### src/rtl/core/primitive_assembler_macros.svh
// ---------------------------------------------------------------------------
// primitive assembler assertion macros
// Wrappers for the concurrent checks of the assembler. They compile to
// nothing when NO_ASSERTIONS is defined.
// ---------------------------------------------------------------------------
`ifndef PRIMITIVE_ASSEMBLER_MACROS_SVH
`define PRIMITIVE_ASSEMBLER_MACROS_SVH
`ifndef NO_ASSERTIONS
// condition in this cycle implies consequence in this cycle
`define PA_ASSERT_NOW(lbl, ante, cons) \
  lbl: assert property (@(posedge clk) disable iff (!rst_n) (ante) |-> (cons)) \
    else $error("primitive assembler check failed");
// condition in this cycle implies consequence in the next cycle
`define PA_ASSERT_NEXT(lbl, ante, cons) \
  lbl: assert property (@(posedge clk) disable iff (!rst_n) (ante) |=> (cons)) \
    else $error("primitive assembler check failed");
`else
`define PA_ASSERT_NOW(lbl, ante, cons)
`define PA_ASSERT_NEXT(lbl, ante, cons)
`endif
`endif

### src/rtl/core/primasm_pkg.sv
// ---------------------------------------------------------------------------
// primasm_pkg
// Shared types and codes of the primitive assembler: request and result
// layouts, command modes, primitive types, result kinds and the
// controller to datapath handshake.
// ---------------------------------------------------------------------------
`default_nettype none

package primasm_pkg;

  // default configuration
  localparam int MAX_VERTS_DEF = 64;
  localparam int ID_BITS_DEF   = 16;
  localparam int ID_W          = 16;

  // command modes
  localparam logic [1:0] MODE_BEGIN  = 2'd0;
  localparam logic [1:0] MODE_VERTEX = 2'd1;
  localparam logic [1:0] MODE_END    = 2'd2;

  // primitive types
  localparam logic [3:0] PRIM_POINTS      = 4'd0;
  localparam logic [3:0] PRIM_LINES       = 4'd1;
  localparam logic [3:0] PRIM_LINE_STRIP  = 4'd2;
  localparam logic [3:0] PRIM_LINE_LOOP   = 4'd3;
  localparam logic [3:0] PRIM_TRIANGLES   = 4'd4;
  localparam logic [3:0] PRIM_TRI_STRIP   = 4'd5;
  localparam logic [3:0] PRIM_TRI_FAN     = 4'd6;
  localparam logic [3:0] PRIM_QUADS       = 4'd7;
  localparam logic [3:0] PRIM_QUAD_STRIP  = 4'd8;
  localparam logic [3:0] PRIM_POLYGON     = 4'd9;

  // result kinds
  localparam logic [1:0] KIND_POINT = 2'd0;
  localparam logic [1:0] KIND_LINE  = 2'd1;
  localparam logic [1:0] KIND_TRI   = 2'd2;
  localparam logic [1:0] KIND_ERR   = 2'd3;

  // one request
  typedef struct packed {
    logic [1:0]      mode;
    logic [3:0]      prim_type;
    logic [ID_W-1:0] vertex_id;
    logic            vtx_flag;
  } in_item_t;

  // one result
  typedef struct packed {
    logic [1:0]      kind;
    logic [ID_W-1:0] vert_a;
    logic [ID_W-1:0] vert_b;
    logic [ID_W-1:0] vert_c;
    logic            flag_a;
    logic            flag_b;
    logic            flag_c;
    logic            last;
  } out_item_t;

  // controller commands to the datapath
  typedef struct packed {
    logic accept;   // take the request on the input ports
    logic second;   // emit the held second triangle
    logic walk;     // emit one polygon fan triangle
  } dp_cmd_t;

  // datapath status to the controller
  typedef struct packed {
    logic two;        // request yields two triangles
    logic walk;       // request starts a polygon fan walk
    logic walk_last;  // current fan triangle is the final one
  } dp_status_t;

endpackage

`default_nettype wire

### src/rtl/core/primasm_ctrl.sv
// ---------------------------------------------------------------------------
// primasm_ctrl
// Sequencer of the primitive assembler: takes requests, holds the block
// busy while a second quad triangle or a polygon fan is being emitted.
// ---------------------------------------------------------------------------
`default_nettype none

module primasm_ctrl import primasm_pkg::*; (
  input  wire logic       clk,
  input  wire logic       rst_n,
  input  wire logic       start,
  input  wire dp_status_t status,
  output logic            busy,
  output dp_cmd_t         cmd
);

  typedef enum logic [1:0] {
    ST_IDLE,
    ST_SECOND,
    ST_WALK
  } state_t;

  state_t state_r, state_nxt;
  logic   busy_r, busy_nxt;
  logic   accept;

  // request handshake
  assign accept = start & ~busy_r;

  // next state
  always_comb begin
    state_nxt = state_r;
    case (state_r)
      ST_IDLE: begin
        if (accept && status.two) begin
          state_nxt = ST_SECOND;
        end else if (accept && status.walk) begin
          state_nxt = ST_WALK;
        end
      end
      ST_SECOND: begin
        state_nxt = ST_IDLE;
      end
      ST_WALK: begin
        if (status.walk_last) begin
          state_nxt = ST_IDLE;
        end
      end
      default: begin
        state_nxt = ST_IDLE;
      end
    endcase
    busy_nxt = (state_nxt != ST_IDLE);
  end

  // state and busy register
  always_ff @(posedge clk) begin
    if (!rst_n) begin
      state_r <= ST_IDLE;
      busy_r  <= 1'b0;
    end else begin
      state_r <= state_nxt;
      busy_r  <= busy_nxt;
    end
  end

  // commands
  assign cmd.accept = accept;
  assign cmd.second = (state_r == ST_SECOND);
  assign cmd.walk   = (state_r == ST_WALK);
  assign busy       = busy_r;

endmodule

`default_nettype wire

### src/rtl/core/primasm_dp.sv
// ---------------------------------------------------------------------------
// primasm_dp
// Datapath of the primitive assembler: primitive state, the four working
// vertex slots, the polygon vertex memory and the result register.
// ---------------------------------------------------------------------------
`default_nettype none

module primasm_dp import primasm_pkg::*; #(
  parameter int MAX_VERTS = MAX_VERTS_DEF,
  parameter int ID_BITS   = ID_BITS_DEF
) (
  input  wire logic     clk,
  input  wire logic     rst_n,
  input  wire in_item_t in_item,
  input  wire dp_cmd_t  cmd,
  output dp_status_t    status,
  output logic          out_valid,
  output out_item_t     out_res
);

  localparam int SW    = (ID_BITS < ID_W) ? ID_BITS : ID_W;
  localparam int CNT_W = $clog2(MAX_VERTS + 1);
  localparam int AW    = $clog2(MAX_VERTS);

  // flag in the top bit, id below
  typedef logic [SW:0] slot_t;

  function automatic logic [ID_W-1:0] id_of(slot_t s);
    logic [ID_W-1:0] x;
    x         = '0;
    x[SW-1:0] = s[SW-1:0];
    return x;
  endfunction

  function automatic out_item_t mk_res(logic [1:0] kind, slot_t a, slot_t b, slot_t c,
                                       logic fa, logic fb, logic fc);
    out_item_t r;
    r.kind   = kind;
    r.vert_a = id_of(a);
    r.vert_b = id_of(b);
    r.vert_c = id_of(c);
    r.flag_a = fa;
    r.flag_b = fb;
    r.flag_c = fc;
    r.last   = 1'b0;
    return r;
  endfunction

  function automatic out_item_t mk_tri(slot_t a, slot_t b, slot_t c);
    return mk_res(KIND_TRI, a, b, c, a[SW], b[SW], c[SW]);
  endfunction

  // primitive state
  logic             active_r, active_nxt;
  logic [3:0]       cur_type_r, cur_type_nxt;
  logic [CNT_W-1:0] count_r, count_nxt;
  logic [31:0]      total_r, total_nxt;
  logic             ovf_r, ovf_nxt;
  slot_t            s_r [4];
  slot_t            s_nxt [4];
  slot_t            last_r, last_nxt;

  // polygon memory and fan walk
  slot_t            mem [MAX_VERTS];
  slot_t            rd_r;
  slot_t            hi_r;
  logic [AW-1:0]    k_r;
  logic [AW-1:0]    rd_addr;
  logic             mem_we;

  // results
  logic             out_valid_r;
  out_item_t        out_res_r;
  out_item_t        second_r;
  out_item_t        res1, res2, walk_res;
  logic             has1, has2, walk_go;

  // helpers
  slot_t            v;
  slot_t            sv [4];
  logic [CNT_W-1:0] n1;
  logic [CNT_W-1:0] cnt_m2;
  logic [31:0]      tot_inc;

  assign v       = {in_item.vtx_flag, in_item.vertex_id[SW-1:0]};
  assign n1      = count_r + CNT_W'(1);
  assign cnt_m2  = count_r - CNT_W'(2);
  assign tot_inc = total_r + 32'd1;

  // slots as seen after storing the incoming vertex
  always_comb begin
    sv = s_r;
    if (count_r < CNT_W'(4)) begin
      sv[count_r[1:0]] = v;
    end
  end

  // request decode and next primitive state
  always_comb begin
    active_nxt   = active_r;
    cur_type_nxt = cur_type_r;
    count_nxt    = count_r;
    total_nxt    = total_r;
    ovf_nxt      = ovf_r;
    s_nxt        = s_r;
    last_nxt     = last_r;
    res1         = '0;
    res2         = '0;
    has1         = 1'b0;
    has2         = 1'b0;
    walk_go      = 1'b0;
    mem_we       = 1'b0;
    case (in_item.mode)
      MODE_BEGIN: begin
        if (active_r || (in_item.prim_type > PRIM_POLYGON)) begin
          res1 = mk_res(KIND_ERR, '0, '0, '0, 1'b0, 1'b0, 1'b0);
          has1 = 1'b1;
        end else begin
          active_nxt   = 1'b1;
          cur_type_nxt = in_item.prim_type;
          count_nxt    = '0;
          total_nxt    = '0;
          ovf_nxt      = 1'b0;
        end
      end
      MODE_VERTEX: begin
        if (!active_r) begin
          res1 = mk_res(KIND_ERR, '0, '0, '0, 1'b0, 1'b0, 1'b0);
          has1 = 1'b1;
        end else if (count_r >= CNT_W'(MAX_VERTS)) begin
          // full polygon: vertex dropped
          total_nxt = tot_inc;
          ovf_nxt   = 1'b1;
        end else begin
          total_nxt = tot_inc;
          s_nxt     = sv;
          count_nxt = n1;
          case (cur_type_r)
            PRIM_POINTS: begin
              res1      = mk_res(KIND_POINT, sv[0], '0, '0, sv[0][SW], 1'b0, 1'b0);
              has1      = 1'b1;
              count_nxt = '0;
            end
            PRIM_LINES: begin
              if (n1 == CNT_W'(2)) begin
                res1      = mk_res(KIND_LINE, sv[0], sv[1], '0, sv[0][SW], sv[1][SW], 1'b0);
                has1      = 1'b1;
                count_nxt = '0;
              end
            end
            PRIM_LINE_STRIP, PRIM_LINE_LOOP: begin
              if (n1 == CNT_W'(1)) begin
                // keep the first vertex for closing a loop
                s_nxt[2] = sv[0];
              end else if (n1 == CNT_W'(2)) begin
                res1      = mk_res(KIND_LINE, sv[0], sv[1], '0, sv[0][SW], sv[1][SW], 1'b0);
                has1      = 1'b1;
                s_nxt[0]  = sv[1];
                count_nxt = CNT_W'(1);
              end
            end
            PRIM_TRIANGLES: begin
              if (n1 == CNT_W'(3)) begin
                res1      = mk_tri(sv[0], sv[1], sv[2]);
                has1      = 1'b1;
                count_nxt = '0;
              end
            end
            PRIM_TRI_STRIP: begin
              if (n1 == CNT_W'(3)) begin
                count_nxt = '0;
              end
              if (tot_inc >= 32'd3) begin
                has1 = 1'b1;
                if (!tot_inc[0]) begin
                  res1 = mk_tri(sv[2], sv[1], sv[0]);
                end else begin
                  res1 = mk_tri(sv[0], sv[1], sv[2]);
                end
              end
            end
            PRIM_TRI_FAN: begin
              if (n1 == CNT_W'(3)) begin
                res1      = mk_tri(sv[0], sv[1], sv[2]);
                has1      = 1'b1;
                s_nxt[1]  = sv[2];
                count_nxt = CNT_W'(2);
              end
            end
            PRIM_QUADS: begin
              if (n1 == CNT_W'(4)) begin
                // inner diagonal edges are hidden
                res1 = mk_res(KIND_TRI, sv[0], sv[1], sv[2], sv[0][SW], sv[1][SW], 1'b0);
                res2 = mk_res(KIND_TRI, sv[0], sv[2], sv[3], 1'b0, 1'b1, sv[3][SW]);
                has1 = 1'b1;
                has2 = 1'b1;
                s_nxt[0][SW] = 1'b0;
                s_nxt[2][SW] = 1'b1;
                count_nxt    = '0;
              end
            end
            PRIM_QUAD_STRIP: begin
              if (n1 == CNT_W'(4)) begin
                res1      = mk_tri(sv[0], sv[1], sv[2]);
                res2      = mk_tri(sv[1], sv[3], sv[2]);
                has1      = 1'b1;
                has2      = 1'b1;
                s_nxt[0]  = sv[2];
                s_nxt[1]  = sv[3];
                count_nxt = CNT_W'(2);
              end
            end
            default: begin
              // polygon: store every vertex for the fan at end
              mem_we   = 1'b1;
              last_nxt = v;
            end
          endcase
        end
      end
      MODE_END: begin
        if (!active_r) begin
          res1 = mk_res(KIND_ERR, '0, '0, '0, 1'b0, 1'b0, 1'b0);
          has1 = 1'b1;
        end else begin
          active_nxt = 1'b0;
          if (cur_type_r == PRIM_LINE_LOOP) begin
            if (total_r >= 32'd3) begin
              res1 = mk_res(KIND_LINE, s_r[0], s_r[2], '0, s_r[0][SW], s_r[2][SW], 1'b0);
              has1 = 1'b1;
            end
          end else if (cur_type_r == PRIM_POLYGON) begin
            if (ovf_r) begin
              res1 = mk_res(KIND_ERR, '0, '0, '0, 1'b0, 1'b0, 1'b0);
              has1 = 1'b1;
            end else if (count_r >= CNT_W'(3)) begin
              walk_go = 1'b1;
            end
          end
        end
      end
      default: begin
        res1 = mk_res(KIND_ERR, '0, '0, '0, 1'b0, 1'b0, 1'b0);
        has1 = 1'b1;
      end
    endcase
    // the held second triangle always ends its request
    res1.last = ~has2;
    res2.last = 1'b1;
  end

  // fan triangle from the walk registers
  always_comb begin
    walk_res      = mk_tri(hi_r, s_r[0], rd_r);
    walk_res.last = (k_r == AW'(1));
  end

  // memory read address: next lower slot of the fan
  assign rd_addr = cmd.walk ? (k_r - AW'(1)) : cnt_m2[AW-1:0];

  // polygon vertex memory
  always_ff @(posedge clk) begin
    if (cmd.accept && mem_we) begin
      mem[count_r[AW-1:0]] <= v;
    end
    rd_r <= mem[rd_addr];
  end

  // primitive state registers
  always_ff @(posedge clk) begin
    if (!rst_n) begin
      active_r   <= 1'b0;
      cur_type_r <= PRIM_POINTS;
      count_r    <= '0;
      total_r    <= '0;
      ovf_r      <= 1'b0;
    end else if (cmd.accept) begin
      active_r   <= active_nxt;
      cur_type_r <= cur_type_nxt;
      count_r    <= count_nxt;
      total_r    <= total_nxt;
      ovf_r      <= ovf_nxt;
    end
  end

  // slot registers and fan walk
  always_ff @(posedge clk) begin
    if (cmd.accept) begin
      s_r      <= s_nxt;
      last_r   <= last_nxt;
      second_r <= res2;
      if (walk_go) begin
        hi_r <= last_r;
        k_r  <= cnt_m2[AW-1:0];
      end
    end else if (cmd.walk) begin
      hi_r <= rd_r;
      k_r  <= k_r - AW'(1);
    end
  end

  // result register
  always_ff @(posedge clk) begin
    if (!rst_n) begin
      out_valid_r <= 1'b0;
    end else begin
      out_valid_r <= (cmd.accept & has1) | cmd.second | cmd.walk;
    end
  end

  always_ff @(posedge clk) begin
    if (cmd.walk) begin
      out_res_r <= walk_res;
    end else if (cmd.second) begin
      out_res_r <= second_r;
    end else if (cmd.accept) begin
      out_res_r <= res1;
    end
  end

  assign status.two       = has2;
  assign status.walk      = walk_go;
  assign status.walk_last = (k_r == AW'(1));
  assign out_valid        = out_valid_r;
  assign out_res          = out_res_r;

endmodule

`default_nettype wire

### src/rtl/core/primitive_assembler.sv
// ---------------------------------------------------------------------------
// primitive_assembler
// Turns begin/vertex/end requests into points, lines and triangles with
// vertex ids and edge flags; misplaced requests give an error result.
// ---------------------------------------------------------------------------
`default_nettype none

`include "primitive_assembler_macros.svh"

// A request is taken on a rising edge with start high and busy low. Each
// result is shown on out_res for exactly one cycle with out_valid high, in
// the cycle after its request or after the previous result, save the first
// fan triangle of a polygon end; the receiver cannot hold results off, and
// last marks the final result of a request. A quad or quad strip vertex that
// closes a quad gives two triangles and holds busy while the second is
// emitted. A polygon end with N stored vertices gives N-2 fan triangles, one
// per cycle out of the single read port of the vertex memory, and holds busy
// while the walk runs. Other requests leave busy low, so requests may follow
// every cycle. The vertex memory needs no clearing after reset.
module primitive_assembler import primasm_pkg::*; #(
  parameter int MAX_VERTS = MAX_VERTS_DEF,
  parameter int ID_BITS   = ID_BITS_DEF
) (
  input  wire logic     clk,
  input  wire logic     rst_n,
  input  wire logic     start,
  input  wire in_item_t in_item,
  output logic          busy,
  output logic          out_valid,
  output out_item_t     out_res
);

  dp_cmd_t    cmd;
  dp_status_t status;

  // sequencer
  primasm_ctrl u_ctrl (
    .clk    (clk),
    .rst_n  (rst_n),
    .start  (start),
    .status (status),
    .busy   (busy),
    .cmd    (cmd)
  );

  // datapath
  primasm_dp #(
    .MAX_VERTS (MAX_VERTS),
    .ID_BITS   (ID_BITS)
  ) u_dp (
    .clk       (clk),
    .rst_n     (rst_n),
    .in_item   (in_item),
    .cmd       (cmd),
    .status    (status),
    .out_valid (out_valid),
    .out_res   (out_res)
  );

  // every busy cycle produces a result
  `PA_ASSERT_NEXT(a_busy_emits, busy, out_valid)
  // a non-final result keeps new requests out
  `PA_ASSERT_NOW(a_more_holds_busy, out_valid && !out_res.last, busy)
  // an error is always the only result of its request
  `PA_ASSERT_NOW(a_err_is_last, out_valid && (out_res.kind == KIND_ERR), out_res.last)

endmodule

`default_nettype wire

### config.mk
export PLATFORM = sky130hd
export DESIGN_NAME = primitive_assembler
export DESIGN_NICKNAME = d
export VERILOG_FILES = /design/src/rtl/core/primasm_pkg.sv /design/src/rtl/core/primasm_ctrl.sv /design/src/rtl/core/primasm_dp.sv /design/src/rtl/core/primitive_assembler.sv
export VERILOG_INCLUDE_DIRS = /design/src /design/src/rtl/core
export SDC_FILE = /design/constraint.sdc
export NUM_CORES = 2
export LEC_CHECK = 0
export BUFFER_PORTS_ARGS = -buffer_cell sky130_fd_sc_hd__buf_2
export CORE_MARGIN = 1.5
export CORE_UTILIZATION = 60
export DETAILED_ROUTE_END_ITERATION = 7
export PLACE_DENSITY = 0.88
export SETUP_SLACK_MARGIN = 0.5
export SKIP_LAST_GASP = 1
export SLEW_MARGIN = 20
export SYNTH_ARGS = -nofsm -noshare
export SYNTH_HDL_FRONTEND = slang
export SYNTH_SLANG_ARGS = --single-unit
### constraint.sdc
create_clock -name clk -period 11.8 [get_ports clk]
set_input_delay 2.36 -clock clk [delete_from_list [all_inputs] [get_ports clk]]
set_output_delay 2.36 -clock clk [all_outputs]
set_load 0.02 [all_outputs]
# Word-level counts from Yosys, hierarchy flattened
# Memories as Yosys holds them, arrays and structs flattened. A register that Yosys moved wholly into a read port is not among the register bits.
# Index checks and enable logic that the tools add are counted.
dict set report classes {
  addsub 4
  bitwise 12
  n_eq_ne 23
  mux 102
  n_reduce_logical 28
  magnitude_cmp 8
}
# op n
set op_table {}
lappend op_table {{54-bit two-way mux} 15}
lappend op_table {{54-bit case mux with 7 select lines} 1}
lappend op_table {{54-bit case mux with 3 select lines} 1}
lappend op_table {{53-bit two-way mux} 3}
lappend op_table {{17-bit two-way mux} 8}
lappend op_table {{54-bit case mux with 2 select lines} 1}
lappend op_table {{52-bit two-way mux} 2}
lappend op_table {{7-bit two-way mux} 10}
lappend op_table {{68-bit bitwise mux} 1}
lappend op_table {{68-bit two-way mux} 1}
lappend op_table {{32-bit by 2-bit >= comparator with 1-bit output (second input constant)} 2}
lappend op_table {{32-bit two-way mux} 2}
lappend op_table {{32-bit case mux with 2 select lines} 1}
lappend op_table {{7-bit case mux with 7 select lines} 1}
lappend op_table {{1-bit two-way mux} 35}
lappend op_table {{17-bit demux with 2-bit select} 1}
lappend op_table {{34-bit two-way mux} 1}
lappend op_table {{17-bit case mux with 2 select lines} 1}
lappend op_table {{32-bit by 1-bit adder with 32-bit output (second input constant)} 1}
lappend op_table {{16-bit case mux with 2 select lines} 1}
lappend op_table {{6-bit two-way mux} 4}
lappend op_table {{4-bit by 3-bit == test with 1-bit output (second input constant)} 4}
lappend op_table {{16-bit two-way mux} 1}
lappend op_table {{5-bit AND reduction} 3}
lappend op_table {{42 further kinds} 76}
dict set report word_totals {
  regBits 264
  mem_count 1
  wordCells 208
  out_inout_bits 56
  ram_bits 1088
}
# name words word_bits read_ports rd_clocked_by_memory_dff write_ports line_no
set mem_list {}
lappend mem_list {u_dp.mem 64 17 1 1 1 primasm_dp.sv:64} ;# slot_t mem [MAX_VERTS];

# Depth between registers and ports, before layout
dict set report depth {
  depth_word 16
  depth_mapped 13
}

# Cells and area by module
# A second synthesis with hierarchy kept.
dict set report unflattened {
  cells_unflattened 3358
  hier_area_um2 56763.2
}
# module cells_each instances area_per_inst_um2
set modules_own_cells {}
lappend modules_own_cells {primasm_dp 3343 1 56618.1}
lappend modules_own_cells {primasm_ctrl 15 1 145.1}

# Least setup slack after synthesis
# No wires, ideal clock.
dict set report synth_timing {
  path_kind {input to register}
  startpoint {in in_item[21] (netlist bit)}
  endpoint {mem u_dp.mem[56][0] (netlist bit) (enable)}
  setup_ns 0.391
  t_required_ns 11.409
  setup_slack_ns 2.744
  cell_stages 11
  n_path_buf 3
  arrival_time_ns 8.665
  cell_sequence {clkbuf_1 nor2b_1 nand2_1 or2_2 clkbuf_1 nor2_1 and3_1 clkbuf_1 and2_1 nand2_1 nor2_1}
}
dict set report synth_via {
  elab_chain_cells 5
}
# element line_no
set synth_rtl {}
lappend synth_rtl {{start: declaration} primitive_assembler.sv:27} ;# input wire in_item_t in_item,
lappend synth_rtl {{2-bit by 1-bit == test with 1-bit output} primasm_dp.sv:113} ;# case (in_item.mode)
lappend synth_rtl {{1-bit two-way mux} primasm_dp.sv:113}
lappend synth_rtl {{1-bit logical AND} primasm_dp.sv:263} ;# if (cmd.accept && mem_we) begin
lappend synth_rtl {{1-bit two-way mux} primasm_dp.sv:263}
lappend synth_rtl {{1-bit two-way mux (implied by the code)} primasm_dp.sv:264} ;# mem[count_r[AW-1:0]] <= v;
lappend synth_rtl {{end: declaration} primasm_dp.sv:64}
# Every way passes these cells.

# Final worst setup path
dict set report layout_timing {
  startpoint {in in_item[21] (netlist bit)}
  endpoint {mem u_dp.mem[37][14] (netlist bit) (enable)}
}
# The elaborated chain is that of the path after synthesis.

==> metrics.cfg <==
[power]
power.switching_mw = 2.05
p_total_mw = 9.74
leakagePower_nw = 22.3
p_sw_frac = 0.210
clkPwrFrac = 0.433
p_seq_frac = 0.547
share_comb_of_total_power = 0.020
cell_internal_pwr_mw = 7.69
p_per_area_mw_per_mm2 = 154
irDropWorstVdd_mv = 0.126

[global_routing]
grt_max_degree = 166
grtUsageTotal = 0.315
antenna_found_initial = 3
grt_pass1_vias = 33200
overflow = 0
grt_pass1_wl_mm = 222

[routing]
dr.pass1.iters = 8
antenna_left = 0
wl_per_cell_um = 32.3
vias = 33800
wl_mm = 152
drt-initial-drc-count = 6079
via_per_inst = 7.17
drc = 1

[timing]
clock_skew_ns = 0.0279
slew_headroom = 0.229
slew_viol_final = 0
setup_viol = 0
rsz0062_at_grt = false
clock.fmax_ghz = 0.134
tns_ns = 0
period_share = 0.631
hold_violations = 0
finalCriticalPeriod_ns = 7.45
worstMarginPinSlew_ns = 1.16

[synth]
yosys_register_bits = 1368
synth_area_mm2 = 0.0569
ys_top_cells_by_area = edfxtp_1 69%, mux4_2 11%, mux2i_1 5.6%
synthCells = 3238
synth-async-reset-ratio = 0
synth_fp_nets = 3279
netlist.top_cell.by_area = edfxtp_1
seq_area_frac_synth = 0.710
synth_cell_types = 77
yosysWarnings = 0
synth_top_area_share = 0.686
syn_avg_cell_area_um2 = 17.6
synth-edff-count = 1300
synth_ff_type = edfxtp_1

[critical_path]
ff2ff_setup_slack_ns = 5.85
path_cells = buf_2, nor2b_1, nand2_1, or2_2, nor2_4, buf_4, and3_1, nand3_1, nor2_2
cp-end-kind = register
cp.depth = 9
crit_start = in_item[21]
timing.rr.start = u_ctrl.state_r[0]$_SDFF_PN0_
cp-start-kind = primary input
crit_type = in -> reg
cpMaxStageDelayCell = nor2_2
critPathArrivalTime_ns = 7.81
max_stage_delay_ns = 1.10
crit_family = simple AND/OR/NAND/NOR gates
path_buf_inv = 2
r2r-end = u_dp.rd_r[2]$_DFF_P_
crit_end = u_dp.mem[37][14]$_DFFE_PP_
crit_path_max_fanout = 75
cp.required_ns = 12.16
reg2regPathDepth = 11

[placement]
io_buffers = 81
gp_congestion = 0.908
hpwl_mm = 84.1
dp.cells = 4472
place_area_mm2 = 0.0591

[floorplan]
initial_utilization = 0.608
die_area_mm2 = 0.0967
fp.dieH_um = 311
placeableCoreArea_mm2 = 0.0936
die_x_um = 311
rows = 112
ios = 82

[cells_and_area]
final_cell_mix = 1300 x edfxtp_1, 317 x mux2i_1, 272 x mux4_2
mostFrequentLayoutCell = edfxtp_1
syn_to_final_growth_pct = 11.3
layout-drive-gt1-share = 0.221
fin_nets = 3396
layout.cells.non_filler = 4711
antenna_cells = 0
fin_util = 0.677
fin_area_mm2 = 0.0633

[clocking]
cts_buffers = 134
cts_root_buf = clkbuf_16
clk_path_buf_depth = 3
cts_resized = 0
clk_pin_slew_worst_paths_ns = 0.07
postCtsHoldBufs = 0
cts_tree = built
post_cts_buffers = 0
htree_levels = 4
clock_latency_ns = 0.76
cts.sinks = 1368

[run_status]
violations = DRC
status = finished with violations

[flow_run]
drv_cap = 0

[hold_path]
hp-class = reg -> reg

[cells by family after synthesis]
family,count (synthesis),synth area share
compound gates,406,0.0503
xor+xnor,20,0.00308
fa+ha+maj,15,0.00330
buf+inv,228,0.0159
flops,1368,0.710
mux,633,0.172
simple gates,568,0.0453
[stage by stage]
stage	worst slack, ns	hold slack, ns
3_3_place_gp	3.90	0.481
5_1_grt	4.27	0.527
6_report	4.35	0.509
3_5_place_dp	3.67	0.495
2_1_floorplan	2.74	0.460
4_1_cts	4.42	0.508
[worst register-to-register path: stages (launching register included)]
cell	delay [ns]
dfxtp_1	0.77
nand2b_1	0.59
nor2_1	0.19
a21oi_4	0.22
buf_12	0.59
buf_4	0.90
buf_4	0.92
mux4_2	0.69
mux2i_1	0.24
mux2i_1	0.29
mux2i_1	0.26
mux2i_1	0.14
[synth_stat cells (all sizes together), types with 14 or more instances]
master / n
dfxtp: 68
nand2: 185
ha: 15
o21ai: 69
buf: 85
o31ai: 18
a21oi: 110
nor2: 202
clkbuf: 123
inv: 19
mux2i: 319
nand3: 31
nand4: 21
or2: 14
a222oi: 23
a31oi: 24
nor3: 41
mux4: 272
mux2: 42
edfxtp: 1300
o221ai: 54
a221o: 19
a22oi: 23
[sequential cells by signal (all words and copies together), names as in the netlist, 2 cells and up]
register / count
u_dp.hi_r: 17
u_dp.total_r: 32
u_dp.k_r: 6
u_dp.out_res: 54
u_dp.rd_r: 17
u_dp.second_r: 52
u_dp.cur_type_r: 4
u_dp.mem: 1088
u_dp.s_r: 68
u_dp.last_r: 17
u_dp.count_r: 7
u_ctrl.state_r: 2
[power groups by stage]
stage               sequential [mW]  combinational, mW  clock, mW
floorplan                      5.44             0.0519          0
global placement               5.43              0.176          0
detailed placement             5.43              0.185          0
CTS                            5.33              0.188       4.23
global route                   5.33              0.199       4.40
finish                         5.33              0.193       4.22
[cell type report]
type                            instances  area (um2)
Timing Repair Buffer                  189        1250
Inverter                               20        75.1
Fill cell                            5659       30300
Tap cell                             1254        1570
Multi-Input combinational cell       1642       15800
Clock buffer                          163        3530
Sequential cell                      1368       40400
Clock inverter                         75         731
[metal layers]
layer	GRT usage	part of all wire	routed length (um)	vias to the layer above
met4	0.150	0.054	8160	4
li1	-	-	-	13400
met2	0.495	0.47	71900	3112
met1	0.423	0.34	51700	16800
met3	0.0707	0.13	20600	537
met5	0	0.00018	27	-
[how the worst min path moves through the flow]
| stage | from | end | cells past startpoint |
|---|---|---|---|
| 2_1_floorplan | u_dp.ovf_r$_SDFFE_PN0P_ | u_dp.ovf_r$_SDFFE_PN0P_ | 2 |
| 3_3_place_gp | u_dp.ovf_r$_SDFFE_PN0P_ | u_dp.ovf_r$_SDFFE_PN0P_ | 2 |
| 3_5_place_dp | u_dp.last_r[15]$_DFFE_PP_ | u_dp.hi_r[15]$_DFFE_PP_ | 2 |
| 4_1_cts | u_dp.last_r[16]$_DFFE_PP_ | u_dp.hi_r[16]$_DFFE_PP_ | 2 |
| 5_1_grt | u_dp.ovf_r$_SDFFE_PN0P_ | u_dp.ovf_r$_SDFFE_PN0P_ | 2 |
| 6_report | u_dp.last_r[16]$_DFFE_PP_ | u_dp.hi_r[16]$_DFFE_PP_ | 2 |
No activity file was read; power rests on OpenSTA's default activity.
